### config.mk
export PLATFORM = sky130hd
export DESIGN_NAME = length_prefixed_packet_deframer
export DESIGN_NICKNAME = d
export VERILOG_FILES = /design/src/design/lppd_pkg.sv /design/src/design/length_prefixed_packet_deframer.sv /design/src/design/lppd_core.sv /design/src/design/lppd_outbuf.sv
export SDC_FILE = /design/constraint.sdc
export NUM_CORES = 1
export LEC_CHECK = 0
export BUFFER_PORTS_ARGS = -buffer_cell sky130_fd_sc_hd__buf_2
export CELL_PAD_IN_SITES_DETAIL_PLACEMENT = 1
export CELL_PAD_IN_SITES_GLOBAL_PLACEMENT = 1
export CORE_ASPECT_RATIO = 0.7
export CORE_MARGIN = 1.5
export CORE_UTILIZATION = 27
export CTS_CLUSTER_DIAMETER = 50
export DETAILED_ROUTE_END_ITERATION = 10
export PLACE_DENSITY_LB_ADDON = 0.15
export RECOVER_POWER = 25
export SETUP_SLACK_MARGIN = 0.1
export SLEW_MARGIN = 20
export SYNTH_ARGS = -nofsm -noshare
export SYNTH_HDL_FRONTEND = slang
export SYNTH_SLANG_ARGS = --single-unit
### constraint.sdc
create_clock -name clk -period 11.1 [get_ports clk]
set_clock_uncertainty 0.15 [all_clocks]
set_input_delay 0.555 -clock clk [delete_from_list [all_inputs] [get_ports clk]]
set_output_delay 0.555 -clock clk [all_outputs]
set_load 0.01 [all_outputs]
### src/design/lppd_pkg.sv
`default_nettype none
// ----------------------------------------------------------------------------
// lppd_pkg
// Types and constants shared by the length-prefixed packet deframer.
// ----------------------------------------------------------------------------
package lppd_pkg;

  localparam logic [15:0] HDR_LEN    = 16'd3;  // length bytes plus type byte
  localparam logic [15:0] LIST_START = 16'd7;  // first entry byte of a list frame
  localparam logic [15:0] POS_MAX    = 16'hFFFF;

  typedef enum logic [1:0] {
    PH_HEADER = 2'd0,
    PH_BODY   = 2'd1,
    PH_COUNT  = 2'd2,
    PH_ENTRY  = 2'd3
  } phase_t;

  typedef struct packed {
    logic       mode;
    logic [7:0] rx_byte;
  } in_item_t;

  typedef struct packed {
    logic [7:0]  out_byte;
    logic [15:0] position;
    logic [7:0]  frame_type;
    logic        is_list_frame;
    logic        frame_end;
    logic        closed;
    logic        malformed;
  } out_item_t;

endpackage
`default_nettype wire

### src/design/length_prefixed_packet_deframer.sv
`default_nettype none
// Each result is registered before it is presented. One byte per cycle while
// in_stall is low; the per-byte counter update is one short compare and
// increment path between the input and the result register.
// A skid stage holds one extra result while the output side stalls.
// Reset (rst_n low, synchronous) returns to header hunt with counters cleared.
// ----------------------------------------------------------------------------
// length_prefixed_packet_deframer
// Byte-stream deframer for length-prefixed and counted-entry list frames.
// ----------------------------------------------------------------------------
module length_prefixed_packet_deframer (
  input  wire logic                clk,
  input  wire logic                rst_n,
  input  wire logic                in_valid,
  output logic                     in_stall,
  input  wire lppd_pkg::in_item_t  in_item,
  output logic                     out_valid,
  input  wire logic                out_stall,
  output lppd_pkg::out_item_t      out_item
);

  logic                take;
  lppd_pkg::out_item_t result;

  assign take = in_valid && !in_stall;

  lppd_core u_core (
    .clk    (clk),
    .rst_n  (rst_n),
    .take   (take),
    .item   (in_item),
    .result (result)
  );

  lppd_outbuf u_outbuf (
    .clk       (clk),
    .rst_n     (rst_n),
    .push      (take),
    .push_data (result),
    .full      (in_stall),
    .out_valid (out_valid),
    .out_stall (out_stall),
    .out_item  (out_item)
  );

endmodule
`default_nettype wire

### src/design/lppd_core.sv
`default_nettype none
// ----------------------------------------------------------------------------
// lppd_core
// Frame tracking state and the per-byte result logic.
// ----------------------------------------------------------------------------
module lppd_core (
  input  wire logic              clk,
  input  wire logic              rst_n,
  input  wire logic              take,
  input  wire lppd_pkg::in_item_t item,
  output lppd_pkg::out_item_t    result
);

  logic [15:0]      byte_count_r, byte_count_nxt;
  logic [15:0]      frame_length_r, frame_length_nxt;
  logic [7:0]       type_byte_r, type_byte_nxt;
  logic [31:0]      exp_entries_r, exp_entries_nxt;
  logic [31:0]      entries_done_r, entries_done_nxt;
  logic [7:0]       entry_left_r, entry_left_nxt;
  lppd_pkg::phase_t phase_r, phase_nxt;

  always_comb begin
    logic        fin;
    logic        bad;
    logic [7:0]  b;
    logic [15:0] pos;
    logic [31:0] done_inc;
    logic [7:0]  left_dec;

    b        = item.rx_byte;
    pos      = byte_count_r;
    fin      = 1'b0;
    bad      = 1'b0;
    done_inc = entries_done_r + 32'd1;
    left_dec = entry_left_r - 8'd1;

    byte_count_nxt   = byte_count_r;
    frame_length_nxt = frame_length_r;
    type_byte_nxt    = type_byte_r;
    exp_entries_nxt  = exp_entries_r;
    entries_done_nxt = entries_done_r;
    entry_left_nxt   = entry_left_r;
    phase_nxt        = phase_r;

    case (phase_r)
      lppd_pkg::PH_HEADER: begin
        if (pos == 16'd0) begin
          frame_length_nxt = {b, 8'd0};
        end else if (pos == 16'd1) begin
          frame_length_nxt = {frame_length_r[15:8], b};
        end else begin
          type_byte_nxt = b;
          if (frame_length_r == 16'd0) begin
            phase_nxt = lppd_pkg::PH_COUNT;
          end else if (frame_length_r < lppd_pkg::HDR_LEN) begin
            bad = 1'b1;
          end else if (frame_length_r == lppd_pkg::HDR_LEN) begin
            fin = 1'b1;
          end else begin
            phase_nxt = lppd_pkg::PH_BODY;
          end
        end
      end
      lppd_pkg::PH_BODY: begin
        if (({1'b0, pos} + 17'd1) == {1'b0, frame_length_r}) begin
          fin = 1'b1;
        end
      end
      lppd_pkg::PH_COUNT: begin
        exp_entries_nxt = {exp_entries_r[23:0], b};
        if (pos == (lppd_pkg::LIST_START - 16'd1)) begin
          if ({exp_entries_r[23:0], b} == 32'd0) begin
            fin = 1'b1;
          end else begin
            phase_nxt        = lppd_pkg::PH_ENTRY;
            entry_left_nxt   = 8'd0;
            entries_done_nxt = 32'd0;
          end
        end
      end
      lppd_pkg::PH_ENTRY: begin
        // entry_left of zero means the next byte is an entry length
        if (entry_left_r == 8'd0) begin
          if (b == 8'd0) begin
            bad = 1'b1;
          end else begin
            entry_left_nxt = b;
          end
        end else begin
          entry_left_nxt = left_dec;
          if (left_dec == 8'd0) begin
            entries_done_nxt = done_inc;
            if (done_inc == exp_entries_r) begin
              fin = 1'b1;
            end
          end
        end
      end
      default: begin
        bad = 1'b1;
      end
    endcase

    result.out_byte      = b;
    result.position      = pos;
    result.frame_type    = (pos >= 16'd2) ? type_byte_nxt : 8'd0;
    result.is_list_frame = (phase_nxt == lppd_pkg::PH_COUNT) ||
                           (phase_nxt == lppd_pkg::PH_ENTRY);
    result.frame_end     = fin;
    result.closed        = 1'b0;
    result.malformed     = bad;

    if (byte_count_r != lppd_pkg::POS_MAX) begin
      byte_count_nxt = byte_count_r + 16'd1;
    end

    // end of frame, bad length or peer close: back to header hunt
    if (fin || bad || item.mode) begin
      byte_count_nxt   = 16'd0;
      frame_length_nxt = 16'd0;
      type_byte_nxt    = 8'd0;
      exp_entries_nxt  = 32'd0;
      entries_done_nxt = 32'd0;
      entry_left_nxt   = 8'd0;
      phase_nxt        = lppd_pkg::PH_HEADER;
    end

    if (item.mode) begin
      result = '0;
      result.closed = 1'b1;
    end
  end

  always_ff @(posedge clk) begin
    if (!rst_n) begin
      byte_count_r   <= 16'd0;
      frame_length_r <= 16'd0;
      type_byte_r    <= 8'd0;
      exp_entries_r  <= 32'd0;
      entries_done_r <= 32'd0;
      entry_left_r   <= 8'd0;
      phase_r        <= lppd_pkg::PH_HEADER;
    end else if (take) begin
      byte_count_r   <= byte_count_nxt;
      frame_length_r <= frame_length_nxt;
      type_byte_r    <= type_byte_nxt;
      exp_entries_r  <= exp_entries_nxt;
      entries_done_r <= entries_done_nxt;
      entry_left_r   <= entry_left_nxt;
      phase_r        <= phase_nxt;
    end
  end

endmodule
`default_nettype wire

### src/design/lppd_outbuf.sv
`default_nettype none
// ----------------------------------------------------------------------------
// lppd_outbuf
// Result register with a skid stage; the input side is stalled (full) only
// while the skid stage holds a result.
// ----------------------------------------------------------------------------
module lppd_outbuf (
  input  wire logic                clk,
  input  wire logic                rst_n,
  input  wire logic                push,
  input  wire lppd_pkg::out_item_t push_data,
  output logic                     full,
  output logic                     out_valid,
  input  wire logic                out_stall,
  output lppd_pkg::out_item_t      out_item
);

  logic                main_v_r, main_v_nxt;
  logic                skid_v_r, skid_v_nxt;
  lppd_pkg::out_item_t main_r, main_nxt;
  lppd_pkg::out_item_t skid_r, skid_nxt;
  logic                pop;

  assign pop       = main_v_r && !out_stall;
  assign full      = skid_v_r;
  assign out_valid = main_v_r;
  assign out_item  = main_r;

  always_comb begin
    main_v_nxt = main_v_r;
    skid_v_nxt = skid_v_r;
    main_nxt   = main_r;
    skid_nxt   = skid_r;
    if (skid_v_r) begin
      // input is stalled while the skid stage holds a transfer
      if (pop) begin
        main_nxt   = skid_r;
        skid_v_nxt = 1'b0;
      end
    end else if (push) begin
      if (main_v_r && !pop) begin
        skid_nxt   = push_data;
        skid_v_nxt = 1'b1;
      end else begin
        main_nxt   = push_data;
        main_v_nxt = 1'b1;
      end
    end else if (pop) begin
      main_v_nxt = 1'b0;
    end
  end

  always_ff @(posedge clk) begin
    if (!rst_n) begin
      main_v_r <= 1'b0;
      skid_v_r <= 1'b0;
    end else begin
      main_v_r <= main_v_nxt;
      skid_v_r <= skid_v_nxt;
    end
  end

  always_ff @(posedge clk) begin
    main_r <= main_nxt;
    skid_r <= skid_nxt;
  end

endmodule
`default_nettype wire
==> qor.tcl, run 1 <==
set qor(post_cts_buffers) 0
set qor(synth.largest_area_cell) {sky130_fd_sc_hd__dfxtp_1}
set qor(post_synth_instance_area_um2) 10400
set qor(dieHeight_um) 168
set qor(type_of_element_capturing_the_critical_path) {flop}
set qor(fill_cells) 4452
set qor(start_kind) {flop}
set qor(max-vdd-ir-drop_mv) 0.109
set qor(grt_pass1_vias) 8951
set qor(max_slew.worst_pin.slew_ns) 2.46
set qor(max-cap-violations) 2
set qor(port-buffer-count) 50
set qor(io_pins) 51
set qor(synth.yosys.warnings) 0
set qor(global_route_wire_length_before_repair_mm) 56.9
set qor(critPathMaxFanout) 45
set qor(finalMaxSlewViolations) 85
set qor(wl_per_cell_um) 22.4
set qor(synth-edff-count) 72
set qor(start_util_pct) 27.3
set qor(finalSetupTns_ns) 0
set qor(root_buffer) {sky130_fd_sc_hd__clkbuf_16}
set qor(p_per_area_nw_per_um2) 128
set qor(seq_total_area_yosys_pct) 42.9
set qor(remaining_drc_errors) 0
set qor(ctsResizeCount) 0
set qor(final_period_demand_of_the_worst_path_ns) 4.91
set qor(cts.sinks) 188
set qor(fin_crit_sh_pct) 44.3
set qor(syn-instance-count) 1123
set qor(finish.net_count) 1154
set qor(antenna_found_initial) 0
set qor(cts_made_buffers) 17
set qor(synth-seq-cells) 188
set qor(fp.coreArea_um2) 38300
set qor(dr_pass1_iterations) 4
set qor(post_route_cells_drive_above_1_share_pct) 10.8
set qor(gp_congestion) 0.874
set qor(die_area_um2) 39900
set qor(syn_nets) 1149
set qor(routed-via-count) 9007
set qor(layout.cells.most_common_list) {sky130_fd_sc_hd__dfxtp_1, sky130_fd_sc_hd__nand2_1, sky130_fd_sc_hd__edfxtp_1, sky130_fd_sc_hd__nor2_1, sky130_fd_sc_hd__nand3_1}
set qor(leakagePower_nw) 3.80
set qor(cts_tree) {built}
set qor(worst_skew_pair.late_latency_ns) 0.46
set qor(ys.flop_type) {sky130_fd_sc_hd__dfxtp_1}
set qor(avgViaCountPerCell) 5.50
set qor(failed_checks) {max-capacitance violations, max-slew violations}
set qor(outcome) {finished, violations left}
set qor(yosysUniqueCellTypes) 78
set qor(relSlewSlack_pct) -64.2
set qor(hp-class) {input pin to flop}
set qor(report.final.hold_viol_count) 0
set qor(crit_type) {flop to flop}
set qor(cp.arrival_ns) 5.12
set qor(first_iter_violations) 596
set qor(relative_area_change_from_synthesis_to_final_layout_pct) 11.7
set qor(seqCellArea_um2) 4490
set qor(clkSlewWorstSetupHoldPaths_ns) 0.08
set qor(yosys.area.top_type_share_pct) 22.2
set qor(synth-async-reset-ratio_pct) 0
set qor(rsz0062_at_grt) {no}
set qor(rows) 60
set qor(clk_path_buf_depth) 2
set qor(grt-ovfl-total) 0
set qor(setup_viol_count_final) 0
set qor(clock_tree.htree_level_count) 4
set qor(die_x_um) 238
set qor(diodes) 0
set qor(dp_hpwl_mm) 26.7
set qor(route.final.wire_length_mm) 36.6
set qor(multi_input_area_um2) 5430
set qor(grt_start_max_net_pins) 48
set qor(postRouteAntennaNets) 0
set qor(cts_hold_buffers) 0
set qor(synthesis.area_per_instance_um2) 9.30
set qor(globalRouteTotalUtil_pct) 18.9
set qor(report.power.total_mw) 1.50
set qor(synth.area.top_cells) {sky130_fd_sc_hd__dfxtp_1, sky130_fd_sc_hd__edfxtp_1, sky130_fd_sc_hd__mux2_2, sky130_fd_sc_hd__xnor2_1, sky130_fd_sc_hd__a22o_1}
set qor(achievable-frequency_ghz) 0.204
set qor(most_common_library_cell_in_the_layout_ignoring_fill_and_taps) {sky130_fd_sc_hd__dfxtp_1}
set qor(cp.required_ns) 11.30
-- state kept, by name (all words and copies together), names as in the netlist --
register               flops
u_core.byte_count_r       16
u_core.entries_done_r     32
u_core.entry_left_r        8
u_core.exp_entries_r      32
u_core.frame_length_r     16
u_core.phase_r             2
u_core.type_byte_r         8
u_outbuf.full              1
u_outbuf.out_item         36
u_outbuf.out_valid         1
u_outbuf.skid_r           36
-- Yosys cell counts (all sizes together) (11+ instances only) --
| cell type | count |
|---|---|
| o21ai | 38 |
| xor2 | 22 |
| mux2 | 33 |
| nand3 | 56 |
| edfxtp | 72 |
| and3 | 16 |
| a31oi | 18 |
| nor4 | 36 |
| nand4 | 29 |
| clkbuf | 50 |
| a22o | 40 |
| nand2 | 93 |
| a21oi | 43 |
| o221ai | 18 |
| inv | 51 |
| or3 | 13 |
| or4 | 12 |
| xnor2 | 42 |
| nor2b | 24 |
| mux2i | 16 |
| buf | 28 |
| ha | 13 |
| dfxtp | 116 |
| nor2 | 62 |
| nor3 | 27 |
| o22ai | 11 |
-- area by class of cell --
class                      count  area share (%)
multi-input combinational    805            46.6
sequential                   188            38.4
tap                          496            5.32
clock buffer                  17            3.65
timing repair buffer          64            2.76
inverter                      52            1.67
clock inverter                15            1.59
-- per-stage QoR --
step                hold slack, ns  setup WS (ns)  area [um2]  std cells  utilization, %
CTS                          0.199           6.22       11700       1637            30.6
floorplan                    0.292           7.52       10400       1123               -
global placement             0.299           6.19       11100       1605            29.0
global route                 0.237           5.79       11700       1637            30.5
finish                       0.219           6.19       11700       1637            30.5
detailed placement           0.309           6.26       11100       1605            29.0
-- layer usage --
layer | track usage, % | part of all wire (%)
met1 | 29.7 | 54
met2 | 26.3 | 41
met3 | 3.54 | 4.2
met4 | 3.41 | 0.81
met5 | 0 | 0
-- cells by family after synthesis --
kind of cell             share of synthesized area [%]
AO/OA/AOI/OAI                                     17.4
XOR/XNOR                                          5.37
adder cells (fa/ha/maj)                           1.56
buffers and inverters                             5.24
flip-flops                                        42.9
multiplexers                                      5.09
AND/OR/NAND/NOR                                   22.4
-- where the power goes --
group          total (mW)  leakage (nW)  switching (mW)  internal (mW)
Clock               0.637         0.291           0.331          0.306
Sequential          0.744          1.61         0.00911          0.735
Combinational       0.115          1.90          0.0802         0.0353
-- worst max-delay path: stages (launching register included) --
cell	delay [ns]
sky130_fd_sc_hd__dfxtp_1	0.52
sky130_fd_sc_hd__and4_1	0.43
sky130_fd_sc_hd__nand4_1	0.69
sky130_fd_sc_hd__or4_1	0.75
sky130_fd_sc_hd__o211ai_1	0.12
sky130_fd_sc_hd__nor4b_1	0.08
sky130_fd_sc_hd__and4b_1	0.35
sky130_fd_sc_hd__nor3_4	0.22
sky130_fd_sc_hd__buf_4	0.56
sky130_fd_sc_hd__nand2_2	0.53
sky130_fd_sc_hd__o41ai_1	0.39
-- path summary, 6_finish.rpt --
kind	startpoint	endpoint	slack, ns	depth (start not counted)
worst max-delay path	u_core.entries_done_r[4]	u_core.entries_done_r[19]	6.19	10
worst min-delay path	in_valid	u_outbuf.full	0.22	3
worst max register to register	u_core.entries_done_r[4]	u_core.entries_done_r[19]	6.19	10
worst min register to register	u_core.type_byte_r[1]	u_core.type_byte_r[1]	0.32	1
(Power assumes the default switching activity.)
==> run 2, diff against run 1 <==
--- a/config.mk
+++ b/config.mk
@@ -5,6 +5,7 @@
 export SDC_FILE = /design/constraint.sdc
 export NUM_CORES = 1
 export LEC_CHECK = 0
+export ABC_AREA = 1
 export BUFFER_PORTS_ARGS = -buffer_cell sky130_fd_sc_hd__buf_2
 export CELL_PAD_IN_SITES_DETAIL_PLACEMENT = 1
 export CELL_PAD_IN_SITES_GLOBAL_PLACEMENT = 1
==> constraint.sdc (replaced) <==
create_clock -name clk -period 4.9 [get_ports clk]
set_clock_uncertainty 0.15 [all_clocks]
set_input_delay 0.245 -clock clk [delete_from_list [all_inputs] [get_ports clk]]
set_output_delay 0.245 -clock clk [all_outputs]
set_load 0.01 [all_outputs]
==> qor.tcl, run 2 <==
set qor(failed_checks) {max-capacitance violations}
set qor(rsz0062_at_grt) {no}
set qor(post_synth_instance_area_um2) 10700
set qor(start_kind) {flop}
set qor(r2r_start) {u_core.entries_done_r[10]}
set qor(clk_path_buf_depth) 2
set qor(report.final.hold_viol_count) 0
set qor(clock_tree.htree_level_count) 4
set qor(synthesis.area_per_instance_um2) 6.79
set qor(leakagePower_nw) 4.82
set qor(clkSlewWorstSetupHoldPaths_ns) 0.09
set qor(place_worst_setup_slack_ns) 0.787
set qor(layout.cells.most_common_list) {sky130_fd_sc_hd__nand2_1, sky130_fd_sc_hd__nor2_1, sky130_fd_sc_hd__nand3_1, sky130_fd_sc_hd__inv_1, sky130_fd_sc_hd__dfxtp_1}
set qor(syn_nets) 1602
set qor(wl_per_cell_um) 17.7
set qor(type_of_element_capturing_the_critical_path) {flop}
set qor(max_slew.worst_pin.slew_ns) 1.49
set qor(worst_skew_pair.late_latency_ns) 0.48
set qor(start_util_pct) 27.6
set qor(hp-class) {input pin to flop}
set qor(seq_total_area_yosys_pct) 41.9
set qor(root_buffer) {sky130_fd_sc_hd__clkbuf_16}
set qor(diodes) 0
set qor(seqCellArea_um2) 4480
set qor(synth-async-reset-ratio_pct) 0
set qor(worst_path_largest_cell_delay_ns) 0.52
set qor(synth.yosys.warnings) 0
set qor(grt-ovfl-total) 0
set qor(yosys.area.top_type_share_pct) 21.7
set qor(timing.critical_path.cells) {nand2_1 -> nor2_1 -> nand2_1 -> nor2_1 -> nand3_1 -> nand3_1 -> nand3_1 -> nor2_1 -> nand2_1 -> nor2_1 -> nand3_1 -> nand2_1 -> nand2_2 -> nand3_4 -> nor2_2 -> inv_2 -> nor2_4 -> buf_4 -> nand2_1 -> a21oi_1}
set qor(postRouteAntennaNets) 0
set qor(synth.most_common_cell) {sky130_fd_sc_hd__nand2_1}
set qor(global_route_wire_length_before_repair_mm) 59.4
set qor(synth-seq-cells) 188
set qor(synth.largest_area_cell) {sky130_fd_sc_hd__dfxtp_1}
set qor(finish.net_count) 1641
set qor(crit_type) {flop to flop}
set qor(cp_common_cell) {sky130_fd_sc_hd__nand2_1}
set qor(antenna_found_initial) 0
set qor(avgViaCountPerCell) 4.74
set qor(critical_path_depth_in_cells) 20
set qor(max-vdd-ir-drop_mv) 0.261
set qor(p_per_area_nw_per_um2) 321
set qor(most_common_library_cell_in_the_layout_ignoring_fill_and_taps) {sky130_fd_sc_hd__nand2_1}
set qor(achievable-frequency_ghz) 0.241
set qor(worst_r2r_path_depth) 20
set qor(relative_area_change_from_synthesis_to_final_layout_pct) 13.7
set qor(routed-via-count) 10214
set qor(cp_num_buf_inv) 2
set qor(cts_made_buffers) 17
set qor(dieHeight_um) 170
set qor(cp.required_ns) 5.07
set qor(multi_input_area_um2) 5440
set qor(max-cap-violations) 1
set qor(rows) 60
set qor(fin_ws_ns) 0.747
set qor(crit-reg2reg-capture) {u_core.exp_entries_r[24]}
set qor(reg2reg_setup_slack_ns) 0.75
set qor(grt_start_max_net_pins) 67
set qor(die_x_um) 241
set qor(gp_congestion) 0.823
set qor(critPathSlowestCell) {sky130_fd_sc_hd__nor2_1}
set qor(first_iter_violations) 690
set qor(syn-instance-count) 1576
set qor(cts.sinks) 188
set qor(fp.coreArea_um2) 38700
set qor(relSlewSlack_pct) 0.399
set qor(critical_path_start) {u_core.entries_done_r[10]}
set qor(io_pins) 51
set qor(remaining_drc_errors) 0
set qor(netlist_top_cells_count) {sky130_fd_sc_hd__nand2_1, sky130_fd_sc_hd__nor2_1, sky130_fd_sc_hd__nand3_1}
set qor(ctsResizeCount) 0
set qor(setup.worst_path.end) {u_core.exp_entries_r[24]}
set qor(finalMaxSlewViolations) 0
set qor(globalRouteTotalUtil_pct) 19.2
set qor(dr_pass1_iterations) 5
set qor(fin_crit_sh_pct) 84.8
set qor(port-buffer-count) 50
set qor(critPathMaxFanout) 32
set qor(post_route_cells_drive_above_1_share_pct) 7.31
set qor(synth-edff-count) 72
set qor(fill_cells) 4928
set qor(finalSetupTns_ns) 0
set qor(route.final.wire_length_mm) 38.1
set qor(cp.arrival_ns) 4.32
set qor(grt_pass1_vias) 9865
set qor(synth.area.top_cells) {sky130_fd_sc_hd__dfxtp_1, sky130_fd_sc_hd__edfxtp_1, sky130_fd_sc_hd__nand2_1, sky130_fd_sc_hd__nor2_1, sky130_fd_sc_hd__nand3_1}
set qor(dp_hpwl_mm) 28.2
set qor(die_area_um2) 40900
set qor(yosysUniqueCellTypes) 49
set qor(outcome) {finished, violations left}
set qor(setup_viol_count_final) 0
set qor(ys.flop_type) {sky130_fd_sc_hd__dfxtp_1}
set qor(final_period_demand_of_the_worst_path_ns) 4.15
set qor(cts_tree) {built}
set qor(path_delay_family) {simple AND/OR/NAND/NOR gates}
[run 2: worst min-delay path, cell delays in order]
cell and delay [ns]:
sky130_fd_sc_hd__buf_2 0.26, sky130_fd_sc_hd__nand2_1 0.13, sky130_fd_sc_hd__nor2_1 0.03
[run 2: what timing repair did]
item / CTS / global route
endpoints found under the hold margin: 9 / 0
hold buffers: 9 / 0
buffers inserted: 0 / 0
[run 2: how the worst min path moves through the flow]
| stage | end | slack, ns | cells past startpoint | start |
|---|---|---|---|---|
| finish | u_core.entries_done_r[12] | 0.09 | 3 | rst_n |
| global route | u_core.entries_done_r[12] | 0.12 | 3 | rst_n |
| CTS | u_core.entries_done_r[12] | 0.08 | 3 | rst_n |
| detailed placement | u_core.type_byte_r[6] | 0.31 | 2 | u_core.type_byte_r[6] |
| global placement | u_core.type_byte_r[3] | 0.30 | 2 | u_core.type_byte_r[3] |
| floorplan | u_outbuf.skid_r[1] | 0.19 | 0 | in_item[8] |
[run 2: metal layers]
metal	up-vias	global-route usage [%]	wire length, um
met4	0	3.45	246
met2	154	25.1	14500
met5	-	0	0
met3	18	2.55	1320
met1	4943	32.2	22100
li1	5099	-	-
[run 2: power breakdown]
part	internal, mW	total [mW]	switching, mW	leakage [nW]
registers	1.70	1.77	0.0676	1.64
logic	0.173	0.565	0.392	2.87
clock network	0.731	1.57	0.844	0.313
total	2.60	3.91	1.30	4.82
[run 2: logic make-up (layout without fill, tap and decap cells)]
logic type,count (synthesis),after routing,share of synthesized area [%]
AND/OR/NAND/NOR,1058,1058,41.7
flip-flops,188,188,41.9
buffers and inverters,188,240,7.45
AO/OA/AOI/OAI,115,115,5.85
XOR/XNOR,14,14,1.54
adder cells (fa/ha/maj),13,13,1.52
[run 2: area by class of cell]
class,instances,share of cell area (%)
multi-input combinational,1200,44.7
sequential,188,36.8
tap,527,5.42
inverter,136,4.21
clock buffer,17,3.49
timing repair buffer,72,3.44
clock inverter,15,1.87
[run 2: stage by stage]
stage / std cells / area, um2 / util, % / total power [mW] / hold WS [ns]
after floorplan: 1576 / 10700 / - / 2.17 / 0.194
after global placement: 2113 / 11400 / 29.5 / 2.35 / 0.298
after detailed placement: 2113 / 11400 / 29.5 / 2.37 / 0.306
after CTS: 2154 / 12200 / 31.5 / 3.96 / 0.0838
after global routing: 2155 / 12200 / 31.4 / 4.09 / 0.122
final: 2155 / 12200 / 31.4 / 3.91 / 0.0853
==> run 3, diff against run 2 <==
==> constraint.sdc (replaced) <==
create_clock -name clk -period 3.7 [get_ports clk]
set_clock_uncertainty 0.15 [all_clocks]
set_input_delay 0.185 -clock clk [delete_from_list [all_inputs] [get_ports clk]]
set_output_delay 0.185 -clock clk [all_outputs]
set_load 0.01 [all_outputs]
==> qor.tcl, run 3 (same netlist as run 2, synthesis figures left out) <==
set qor(max_slew.worst_pin.slew_ns) 1.52
set qor(start_kind) {flop}
set qor(remaining_drc_errors) 0
set qor(hold_path_startpoint) {in_valid}
set qor(outcome) {finished, violations left}
set qor(antenna_found_initial) 0
set qor(reg2reg_setup_slack_ns) 0.31
set qor(cts_tree) {built}
set qor(fin_crit_sh_pct) 91.5
set qor(max-cap-violations) 1
set qor(diodes) 0
set qor(power.share.switching_pct) 32.7
set qor(achievable-frequency_ghz) 0.295
set qor(relSlewSlack_pct) -1.56
set qor(clockPowerShare_pct) 39.1
set qor(first_iter_violations) 690
set qor(cp_common_cell) {sky130_fd_sc_hd__nand2_1}
set qor(final_period_demand_of_the_worst_path_ns) 3.39
set qor(postRouteAntennaNets) 0
set qor(crit-reg2reg-capture) {u_core.entries_done_r[29]}
set qor(whs_path_depth) 5
set qor(leakagePower_nw) 5.17
set qor(power_report.internal_total_mw) 3.49
set qor(timing.critical_path.cells) {ha_4 -> nand2_2 -> nor2_4 -> nand3_2 -> xnor2_1 -> nand2_1 -> nand2_1 -> nand2_1 -> nor2_1 -> nand2_1 -> nor2_1 -> nand3_1 -> nand2_1 -> nand2_2 -> nand3_4 -> nor2_1 -> nor2_4 -> buf_6 -> nand3_1 -> nand2_1 -> nor2_1}
set qor(clock_tree.htree_level_count) 4
set qor(cp_num_buf_inv) 1
set qor(cp.required_ns) 3.91
set qor(route.final.wire_length_mm) 39.6
set qor(io_pins) 51
set qor(clkSlewWorstSetupHoldPaths_ns) 0.08
set qor(rows) 60
set qor(start_util_pct) 27.6
set qor(relative_area_change_from_synthesis_to_final_layout_pct) 20.7
set qor(finalMaxSlewViolations) 32
set qor(max-vdd-ir-drop_mv) 0.360
set qor(grt-ovfl-total) 0
set qor(grt_start_max_net_pins) 51
set qor(pwr-share-seq_pct) 45.0
set qor(root_buffer) {sky130_fd_sc_hd__clkbuf_16}
set qor(clk_path_buf_depth) 2
set qor(failed_checks) {max-capacitance violations, max-slew violations}
set qor(most_common_library_cell_in_the_layout_ignoring_fill_and_taps) {sky130_fd_sc_hd__nand2_1}
set qor(hp-class) {input pin to flop}
set qor(fill_cells) 4881
set qor(type_of_element_capturing_the_critical_path) {flop}
set qor(dp_hpwl_mm) 29.0
set qor(rsz0062_at_grt) {no}
set qor(worst_r2r_path_depth) 21
set qor(report.final.hold_viol_count) 0
set qor(min_to) {u_core.type_byte_r[5]}
set qor(power.share.combinational_pct) 16.0
set qor(gp_congestion) 0.838
set qor(cts.sinks) 188
set qor(netSwitchingPower_mw) 1.69
set qor(die_area_um2) 40900
set qor(worst_path_largest_cell_delay_ns) 0.40
set qor(routed-via-count) 10431
set qor(dieHeight_um) 170
set qor(finalSetupTns_ns) 0
set qor(path_delay_family) {simple AND/OR/NAND/NOR gates}
set qor(global_route_wire_length_before_repair_mm) 59.7
set qor(globalRouteTotalUtil_pct) 19.4
set qor(fp.coreArea_um2) 38700
set qor(critPathSlowestCell) {sky130_fd_sc_hd__dfxtp_2}
set qor(report.power.total_mw) 5.18
set qor(critPathMaxFanout) 8
set qor(layout.cells.most_common_list) {sky130_fd_sc_hd__nand2_1, sky130_fd_sc_hd__nor2_1, sky130_fd_sc_hd__nand3_1, sky130_fd_sc_hd__inv_1, sky130_fd_sc_hd__dfxtp_1}
set qor(post_route_cells_drive_above_1_share_pct) 12.8
set qor(worst_skew_pair.late_latency_ns) 0.47
set qor(finish.net_count) 1695
set qor(crit_type) {flop to flop}
set qor(cts_made_buffers) 17
set qor(port-buffer-count) 50
set qor(setup_viol_count_final) 0
set qor(wl_per_cell_um) 17.9
set qor(die_x_um) 241
set qor(avgViaCountPerCell) 4.72
set qor(cp.arrival_ns) 3.59
set qor(r2r_start) {u_core.entries_done_r[0]}
set qor(p_per_area_nw_per_um2) 401
set qor(dr_pass1_iterations) 5
set qor(grt_pass1_vias) 10067
[run 3: cell type report]
cell class | instances | area (um2) | share of cell area [%]
repair buffers | 126 | 1010 | 7.85
clock buffers | 17 | 425 | 3.29
clock inverters | 15 | 211 | 1.64
multi-input cells | 1200 | 5590 | 43.3
well taps | 527 | 659 | 5.10
inverters | 136 | 513 | 3.97
flip-flops and latches | 188 | 4510 | 34.9
[run 3: power groups by stage]
stage / logic [mW] / clock network, mW / registers [mW]
after floorplan: 0.505 / 0 / 2.37
after global placement: 0.793 / 0 / 2.37
after detailed placement: 0.806 / 0 / 2.38
after CTS: 0.818 / 2.09 / 2.33
after global routing: 0.928 / 2.15 / 2.35
final: 0.828 / 2.02 / 2.33
[run 3: metrics by stage]
stage | utilization (%) | cell area (um2) | hold WS [ns] | worst slack, ns | std cells
2_1_floorplan | - | 10700 | 0.134 | 0.189 | 1576
3_3_place_gp | 30.7 | 11900 | 0.298 | 0.251 | 2155
3_5_place_dp | 30.7 | 11900 | 0.306 | 0.253 | 2155
4_1_cts | 32.5 | 12600 | 0.107 | 0.226 | 2196
5_1_grt | 33.3 | 12900 | 0.149 | 0.0664 | 2209
6_report | 33.3 | 12900 | 0.126 | 0.314 | 2209
[run 3: worst max-delay path by stage]
stage | from | to | slack, ns | cells after the start
after floorplan | u_outbuf.full | u_outbuf.out_item[0] | 0.19 | 6
after global placement | u_core.byte_count_r[0] | u_core.entries_done_r[4] | 0.25 | 22
after detailed placement | u_core.entries_done_r[0] | u_core.byte_count_r[10] | 0.25 | 22
after CTS | u_core.entries_done_r[0] | u_core.byte_count_r[10] | 0.23 | 22
after global routing | u_core.entries_done_r[15] | u_core.entries_done_r[0] | 0.07 | 22
final | u_core.entries_done_r[0] | u_core.entries_done_r[29] | 0.31 | 21
[run 3: what timing repair did]
action	4_1_cts	5_1_grt
endpoints found under the hold margin	10	0
endpoints found under the setup margin	0	113
hold buffers	9	0
gates resized for setup	0	57
buffers inserted	0	9
[run 3: metal layers]
layer / track usage (%) / part of all wire (%) / vias to the layer above / wire, um
met5: 0 / 0 / - / 0
met4: 4.16 / 0.85 / 0 / 338
met3: 2.75 / 3.8 / 17 / 1520
met2: 26.2 / 38 / 178 / 15200
met1: 31.3 / 57 / 5009 / 22600
li1: - / - / 5227 / -
[run 3: worst register-to-register path, delay by kind of cell, from the launching register on]
kind          cells  cell delay [ns]
flops             1             0.40
simple gates     18             2.09
buf+inv           1             0.24
xor+xnor          1             0.24
fa+ha+maj         1             0.17
